[src/rtl/epr_pkg.sv]
package epr_pkg;

  // Store geometry and delay width.
  localparam int MAX_STEPS  = 64;
  localparam int DELAY_BITS = 16;
  localparam int IDX_W      = $clog2(MAX_STEPS);
  localparam int CNT_W      = $clog2(MAX_STEPS + 1);
  localparam int CFG_W      = 16;

  localparam logic [DELAY_BITS-1:0] DELAY_MAX = {DELAY_BITS{1'b1}};

  typedef enum logic [1:0] {
    OP_EVENT = 2'd0,
    OP_TICK  = 2'd1,
    OP_MODE  = 2'd2
  } op_t;

  typedef enum logic [1:0] {
    MODE_INACTIVE  = 2'd0,
    MODE_ACTIVE    = 2'd1,
    MODE_RECORDING = 2'd2
  } mode_t;

  typedef enum logic [1:0] {
    S_IDLE,
    S_RMW,
    S_WSTART,
    S_WRD
  } state_t;

  // One stored step: the button event and the ticks that follow it.
  typedef struct packed {
    logic [DELAY_BITS-1:0] delay;
    logic                  press_kind;
    logic [3:0]            row;
    logic [3:0]            column;
    logic [3:0]            target;
  } step_t;

  // Access request from the sequencer to the step store.
  typedef struct packed {
    logic             wr_en;
    logic [IDX_W-1:0] wr_addr;
    step_t            wr_data;
    logic             rd_en;
    logic [IDX_W-1:0] rd_addr;
  } mem_req_t;

endpackage

[src/rtl/event_pattern_recorder_looper.sv]
// Event pattern recorder and looper.
// Record events and mode changes complete in the idle state. A recording tick
// reads the current step, then writes back its bumped delay in S_RMW. A playback
// walk runs S_WSTART then S_WRD (via S_RMW on expiry); output stalls hold it.
// Results leave at most one per cycle through a registered output stage.
// Reset (rst_n, synchronous, active low) clears mode, counters and handshakes;
// the step store is not cleared and needs no clearing pass.
module event_pattern_recorder_looper
  import epr_pkg::*;
(
  input  logic             clk,
  input  logic             rst_n,
  // Input channel.
  input  logic             in_tvalid,
  output logic             in_tready,
  // tdata fields from bit 0: target[3:0], column[7:4], row[11:8], press_kind[12],
  // new_mode[14:13], zero [15].
  input  logic [15:0]      in_tdata,
  // tuser fields from bit 0: operation[1:0].
  input  logic [1:0]       in_tuser,
  // Result channel.
  output logic             out_tvalid,
  input  logic             out_tready,
  // tdata fields from bit 0: out_target[3:0], out_column[7:4], out_row[11:8],
  // out_press_kind[12], zero [15:13].
  output logic [15:0]      out_tdata,
  // tlast carries last_of_tick.
  output logic             out_tlast,
  // Configuration channel: auto_stop_ticks.
  input  logic             cfg_valid,
  output logic             cfg_ready,
  input  logic [CFG_W-1:0] cfg_data
);

  // Unpacked input fields.
  logic [3:0] f_target;
  logic [3:0] f_column;
  logic [3:0] f_row;
  logic       f_press;
  logic [1:0] f_mode;

  assign f_target = in_tdata[3:0];
  assign f_column = in_tdata[7:4];
  assign f_row    = in_tdata[11:8];
  assign f_press  = in_tdata[12];
  assign f_mode   = in_tdata[14:13];

  // Control state.
  state_t                state_r, state_nxt;
  mode_t                 mode_r, mode_nxt;
  logic [CNT_W-1:0]      count_r, count_nxt;
  logic [IDX_W-1:0]      cursor_r, cursor_nxt;
  logic [DELAY_BITS-1:0] wait_r, wait_nxt;
  logic [CFG_W-1:0]      auto_stop_r;

  // Walk state: index of the entry whose data is being read, emitted count,
  // and the step held back until the next delay decides its last flag.
  logic [IDX_W-1:0]      idx_r, idx_nxt;
  logic [CNT_W-1:0]      n_r, n_nxt;
  logic                  have_pend_r, have_pend_nxt;
  step_t                 pend_r, pend_nxt;

  // Output stage.
  logic                  out_valid_r, out_valid_nxt;
  step_t                 out_step_r, out_step_nxt;
  logic                  out_last_r, out_last_nxt;

  mem_req_t              req;
  step_t                 rd_data;

  logic                  in_xfer;
  logic                  out_free;
  logic [IDX_W-1:0]      idx_next;
  logic [CNT_W-1:0]      idx_inc;
  logic [IDX_W-1:0]      rec_cursor;
  logic [IDX_W-1:0]      walk_start;
  logic [IDX_W-1:0]      last_idx;

  assign in_tready = (state_r == S_IDLE);
  assign in_xfer   = in_tvalid && in_tready;
  assign cfg_ready = 1'b1;
  assign out_free  = !out_valid_r || out_tready;

  // Walk wraps past the last stored step back to step 0.
  assign idx_inc  = CNT_W'(idx_r) + CNT_W'(1);
  assign idx_next = (idx_inc < count_r) ? idx_r + IDX_W'(1) : '0;

  assign last_idx   = IDX_W'(count_r - CNT_W'(1));
  assign rec_cursor = (CNT_W'(cursor_r) < count_r) ? cursor_r : last_idx;
  assign walk_start = (CNT_W'(cursor_r) < count_r) ? cursor_r : '0;

  epr_step_mem u_mem (
    .clk     (clk),
    .req     (req),
    .rd_data (rd_data)
  );

  always_ff @(posedge clk) begin
    if (!rst_n) begin
      state_r     <= S_IDLE;
      mode_r      <= MODE_INACTIVE;
      count_r     <= '0;
      cursor_r    <= '0;
      wait_r      <= '0;
      auto_stop_r <= '0;
      have_pend_r <= 1'b0;
      out_valid_r <= 1'b0;
    end else begin
      state_r     <= state_nxt;
      mode_r      <= mode_nxt;
      count_r     <= count_nxt;
      cursor_r    <= cursor_nxt;
      wait_r      <= wait_nxt;
      have_pend_r <= have_pend_nxt;
      out_valid_r <= out_valid_nxt;
      if (cfg_valid && cfg_ready) begin
        auto_stop_r <= cfg_data;
      end
    end
  end

  always_ff @(posedge clk) begin
    idx_r      <= idx_nxt;
    n_r        <= n_nxt;
    pend_r     <= pend_nxt;
    out_step_r <= out_step_nxt;
    out_last_r <= out_last_nxt;
  end

  always_comb begin
    state_nxt     = state_r;
    mode_nxt      = mode_r;
    count_nxt     = count_r;
    cursor_nxt    = cursor_r;
    wait_nxt      = wait_r;
    idx_nxt       = idx_r;
    n_nxt         = n_r;
    have_pend_nxt = have_pend_r;
    pend_nxt      = pend_r;
    out_step_nxt  = out_step_r;
    out_last_nxt  = out_last_r;
    out_valid_nxt = out_valid_r && !out_tready;

    req         = '0;
    req.wr_addr = rec_cursor;
    req.rd_addr = rec_cursor;

    case (state_r)
      S_IDLE: begin
        if (in_xfer) begin
          case (op_t'(in_tuser))
            OP_EVENT: begin
              // Append while recording; a full store drops the event.
              if (mode_r == MODE_RECORDING && count_r < CNT_W'(MAX_STEPS)) begin
                req.wr_en              = 1'b1;
                req.wr_addr            = IDX_W'(count_r);
                req.wr_data.target     = f_target;
                req.wr_data.column     = f_column;
                req.wr_data.row        = f_row;
                req.wr_data.press_kind = f_press;
                req.wr_data.delay      = '0;
                cursor_nxt             = IDX_W'(count_r);
                count_nxt              = count_r + CNT_W'(1);
              end
            end
            OP_MODE: begin
              if (f_mode == MODE_INACTIVE || f_mode == MODE_ACTIVE ||
                  f_mode == MODE_RECORDING) begin
                // Leaving recording parks the cursor on the last step.
                if (mode_r == MODE_RECORDING) begin
                  cursor_nxt = (count_r != '0) ? last_idx : '0;
                  wait_nxt   = '0;
                end
                mode_nxt = mode_t'(f_mode);
                if (f_mode == MODE_RECORDING) begin
                  wait_nxt = DELAY_BITS'(auto_stop_r);
                end
              end
            end
            OP_TICK: begin
              if (mode_r == MODE_RECORDING) begin
                // Read the current step; its delay is bumped next cycle.
                if (count_r != '0) begin
                  req.rd_en = 1'b1;
                  state_nxt = S_RMW;
                end
              end else if (mode_r == MODE_ACTIVE) begin
                if (wait_r != '0) begin
                  wait_nxt = wait_r - DELAY_BITS'(1);
                end else if (count_r != '0) begin
                  state_nxt = S_WSTART;
                end
              end
            end
            default: begin
            end
          endcase
        end
      end

      S_RMW: begin
        // Saturating delay increment, written back to the same entry.
        req.wr_en   = 1'b1;
        req.wr_data = rd_data;
        if (rd_data.delay != DELAY_MAX) begin
          req.wr_data.delay = rd_data.delay + DELAY_BITS'(1);
        end
        state_nxt = S_IDLE;
        if (wait_r != '0) begin
          wait_nxt = wait_r - DELAY_BITS'(1);
          // Countdown expiry ends recording and plays from the last step.
          if (wait_r == DELAY_BITS'(1)) begin
            mode_nxt   = MODE_ACTIVE;
            cursor_nxt = last_idx;
            state_nxt  = S_WSTART;
          end
        end
      end

      S_WSTART: begin
        // The write from a recording tick has landed, so this read sees it.
        req.rd_en     = 1'b1;
        req.rd_addr   = walk_start;
        idx_nxt       = walk_start;
        n_nxt         = '0;
        have_pend_nxt = 1'b0;
        state_nxt     = S_WRD;
      end

      S_WRD: begin
        if (!have_pend_r) begin
          // First step of the walk: hold it and fetch its successor.
          pend_nxt      = rd_data;
          have_pend_nxt = 1'b1;
          n_nxt         = CNT_W'(1);
          idx_nxt       = idx_next;
          req.rd_en     = 1'b1;
          req.rd_addr   = idx_next;
        end else if (out_free) begin
          // The successor's delay decides whether the held step ends the tick.
          out_valid_nxt = 1'b1;
          out_step_nxt  = pend_r;
          if (rd_data.delay == '0 && n_r < count_r) begin
            out_last_nxt = 1'b0;
            pend_nxt     = rd_data;
            n_nxt        = n_r + CNT_W'(1);
            idx_nxt      = idx_next;
            req.rd_en    = 1'b1;
            req.rd_addr  = idx_next;
          end else begin
            out_last_nxt = 1'b1;
            cursor_nxt   = idx_r;
            wait_nxt     = rd_data.delay;
            state_nxt    = S_IDLE;
          end
        end
      end

      default: begin
        state_nxt = S_IDLE;
      end
    endcase
  end

  assign out_tvalid = out_valid_r;
  assign out_tlast  = out_last_r;
  assign out_tdata  = {3'b000, out_step_r.press_kind, out_step_r.row,
                       out_step_r.column, out_step_r.target};

endmodule

[src/rtl/epr_step_mem.sv]
module epr_step_mem
  import epr_pkg::*;
(
  input  logic     clk,
  input  mem_req_t req,
  output step_t    rd_data
);

  step_t mem [MAX_STEPS];
  step_t rd_data_r;

  // Read data holds while no read is issued, so a stalled consumer keeps it.
  always_ff @(posedge clk) begin
    if (req.wr_en) begin
      mem[req.wr_addr] <= req.wr_data;
    end
    if (req.rd_en) begin
      rd_data_r <= mem[req.rd_addr];
    end
  end

  assign rd_data = rd_data_r;

endmodule
[config.mk]
export PLATFORM = sky130hd
export DESIGN_NAME = event_pattern_recorder_looper
export DESIGN_NICKNAME = d
export VERILOG_FILES = /design/src/rtl/epr_pkg.sv /design/src/rtl/event_pattern_recorder_looper.sv /design/src/rtl/epr_step_mem.sv
export SDC_FILE = /design/constraint.sdc
export NUM_CORES = 2
export LEC_CHECK = 0
export BUFFER_PORTS_ARGS = -buffer_cell sky130_fd_sc_hd__clkbuf_2
export CORE_MARGIN = 4
export CORE_UTILIZATION = 50
export CTS_CLUSTER_DIAMETER = 40
export DETAILED_ROUTE_END_ITERATION = 7
export PLACE_DENSITY = 0.77
export SLEW_MARGIN = 5
export SYNTH_ARGS = -nofsm -noshare
export SYNTH_HDL_FRONTEND = slang
export SYNTH_SLANG_ARGS = --single-unit
[constraint.sdc]
create_clock -name clk -period 4.28 [get_ports clk]
set_input_delay 0.428 -clock clk [delete_from_list [all_inputs] [get_ports clk]]
set_output_delay 0.428 -clock clk [all_outputs]
set_load 0.05 [all_outputs]
==> results_dict.tcl <==
set metrics [dict create \
    ios 59 \
    cts_tree "done" \
    cp_common_cell "buf_12" \
    cp_slowest_cell "or4_1" \
    die_w_um 405 \
    critPathRequiredTime_ns 4.88 \
    fin_setup_tns_ns -6.38 \
    critPathTopFamily "compound AO/OA/AOI/OAI gates" \
    hold_violations 0 \
    critPathKind "reg2reg" \
    drv_cap 0 \
    via_per_inst 6.54 \
    max_freq_mhz 217 \
    die-area_um2 164000 \
    slowest_delay_ns 0.52 \
    antenna_found_initial 15 \
    fp-row-count 145 \
    power.density_nw_per_um2 401 \
    synthCells 5082 \
    clk_latency_ns 0.87 \
    gp_congestion 0.938 \
    syn_to_final_growth_pct 23.1 \
    port-buffer-count 53 \
    yosysWarnings 0 \
    period_share 1.08 \
    grt_overflow 0 \
    wl_per_cell_um 30.6 \
    synthTopCellsByArea "edfxtp_1 73%, mux4_2 5.8%, nand2_1 4.3%" \
    ir_drop_mv 0.472 \
    first_pass_iters 8 \
    drive_above_1_share 0.255 \
    wl_um 247000 \
    yosysTopAreaCellShare 0.733 \
    worstMarginPinSlew_ns 1.21 \
    start_util 0.504 \
    drtAntennaViolNets 0 \
    failed_checks "DRC, setup timing" \
    cts_buffers 201 \
    nNetsFinal 5911 \
    avgSynthCellArea_um2 15.5 \
    start_kind "flip-flop" \
    cts-root-buf "clkbuf_16" \
    p_leak_nw 31.2 \
    r2r_start "idx_r[0]$_DFFE_PP_" \
    grt_pass1_wl_um 348000 \
    synth_ff_type "edfxtp_1" \
    via_count 52874 \
    crit_start "idx_r[0]$_DFFE_PP_" \
    async_flop_share 0 \
    grt_pass1_vias 50838 \
    relSlewSlack 0.191 \
    final-setup-viol-count 29 \
    path_cells "ha_4 -> nand3_4 -> xnor2_2 -> ha_1 -> a21oi_2 -> o21a_1 -> o21a_1 -> nor3b_4 -> a221oi_4 -> buf_12 -> buf_8 -> buf_4 -> buf_12 -> buf_12 -> mux4_2 -> mux2i_1 -> buf_4 -> o211ai_1 -> or4_1" \
    grt_usage 0.293 \
    grt_max_degree 71 \
    dp_hpwl_um 143000 \
    hold_path_class "in2reg" \
    dp_slack_ns -0.738 \
    endpoint_kind "flip-flop" \
    rsz0062_at_grt "true" \
    cts_max_level 4 \
    synth_edf_count 1925 \
    drc_errors 8 \
    yosysMostFrequentCell "edfxtp_1" \
    skew_ns 0.0651 \
    drt_iter0_drc 10001 \
    worstHoldStart "in_tvalid" \
    core_um2 157000 \
    hold_ws_ns 0.119 \
    cp_max_fo 5 \
    synth_area_leader_cell "edfxtp_1" \
    setup_ws_ns -0.338 \
    cts_buffer_depth 3 \
    yosys-top-cells-count "1925 x edfxtp_1, 913 x nand2_1, 640 x nand3_1" \
    die_h_um 405 \
    fin_crit_ns 4.62 \
    syn_area_um2 78900 \
    cp_num_buf_inv 6 \
    clock_sinks 1976 \
    worstPathArrival_ns 5.22 \
    cts.clk_slew.worst_paths_ns 0.06 \
    synth_seq_cells 1976 \
    ys_types 69 \
    status "complete, but fails checks" \
    synth.yosys.seq_area_share 0.746 \
    drv_slew 0 \
]
-- cells by family after synthesis --
logic type,Yosys count,synth area share
AND/OR/NAND/NOR,1937,0.111
flip-flops,1976,0.746
buffers and inverters,324,0.0174
other,2,0.0000952
multiplexers,381,0.0806
XOR/XNOR,27,0.00300
adder cells (fa/ha/maj),26,0.00412
AO/OA/AOI/OAI,409,0.0377
-- per-layer routing --
layer	wire, um	track usage
met4	17000	0.171
met3	38000	0.0866
met5	39	0
met2	109000	0.436
met1	83000	0.387
-- layout by cell type (no fill, tap or decap), drive strengths merged, types with 16 or more instances in the layout --
cell type / netlist / final
a21oi: 77 / 77
a22oi: 30 / 30
a311oi: 58 / 58
a32oi: 29 / 29
a41oi: 29 / 29
and2: 28 / 28
buf: 112 / 777
bufinv: 0 / 16
clkbuf: 194 / 302
clkinv: 1 / 80
dfxtp: 51 / 51
dlygate4sd3: 0 / 18
edfxtp: 1925 / 1925
ha: 26 / 26
inv: 17 / 32
mux2i: 176 / 176
mux4: 203 / 203
nand2: 913 / 913
nand3: 640 / 640
nand4: 101 / 101
nor2: 127 / 135
nor2b: 35 / 35
nor3: 17 / 17
o211ai: 33 / 33
o21ai: 71 / 71
or4: 29 / 29
-- per-stage QoR --
stage	power, mW	std cells	cell area, um^2	utilization
detailed placement	21.8	7564	88000	0.562
CTS	38.9	8034	96400	0.616
finish	38.9	8083	97100	0.620
global placement	21.8	7564	88000	0.562
floorplan	21.5	5084	79000	-
global route	39.9	8076	97100	0.620
-- final cells by class --
cell class / count / area, um^2
Clock inverter: 124 / 1400
Multi-Input combinational cell: 2792 / 20000
Timing Repair Buffer: 857 / 8960
Antenna cell: 13 / 32.5
Inverter: 18 / 67.6
Sequential cell: 1976 / 58800
Clock buffer: 245 / 5240
Tap cell: 2058 / 2570
Fill cell: 10203 / 59500
-- sequential cells by signal, summed over array words and instances, names as in the netlist --
signal	count
out_tvalid	1
cursor_r	6
out_tdata	13
idx_r	6
have_pend_r	1
state_r	2
u_mem.mem	1856
auto_stop_r	16
out_tlast	1
count_r	7
n_r	7
u_mem.rd_data	29
pend_r	13
wait_r	16
mode_r	2
-- power by group --
group          leakage, nW  total [mW]  switching (mW)  internal, mW
combinational         12.3       0.509           0.294         0.215
sequential            15.7        20.9         0.00871          20.9
clock                 3.17        17.5            7.69          9.81
total                 31.2        38.9            8.00          30.9
-- repair_timing --
item | CTS | global route
endpoints found under the hold margin | 17 | 0
endpoints found under the setup margin | 89 | 95
gates cloned | 16 | 9
hold buffers | 18 | 0
gates resized for setup | 130 | 67
pin swaps | 66 | 57
buffers inserted | 76 | 31
-- worst paths after layout --
| check | end | slack (ns) | cells after the start |
|---|---|---|---|
| worst max-delay path | u_mem.rd_data[11]$_DFFE_PP_ | -0.34 | 19 |
| worst min-delay path | mode_r[1]$_SDFFE_PN0P_ | 0.12 | 4 |
| worst max register to register | u_mem.rd_data[11]$_DFFE_PP_ | -0.34 | 19 |
| worst min register to register | out_tdata[10]$_DFFE_PP_ | 0.42 | 0 |
-- tightest hold or removal path, stage by stage --
cell and delay (ns):
clkbuf_2 0.12, nand3_1 0.10, o22ai_1 0.08, and2_1 0.15
Note: power is estimated with default switching activity, not from simulation.
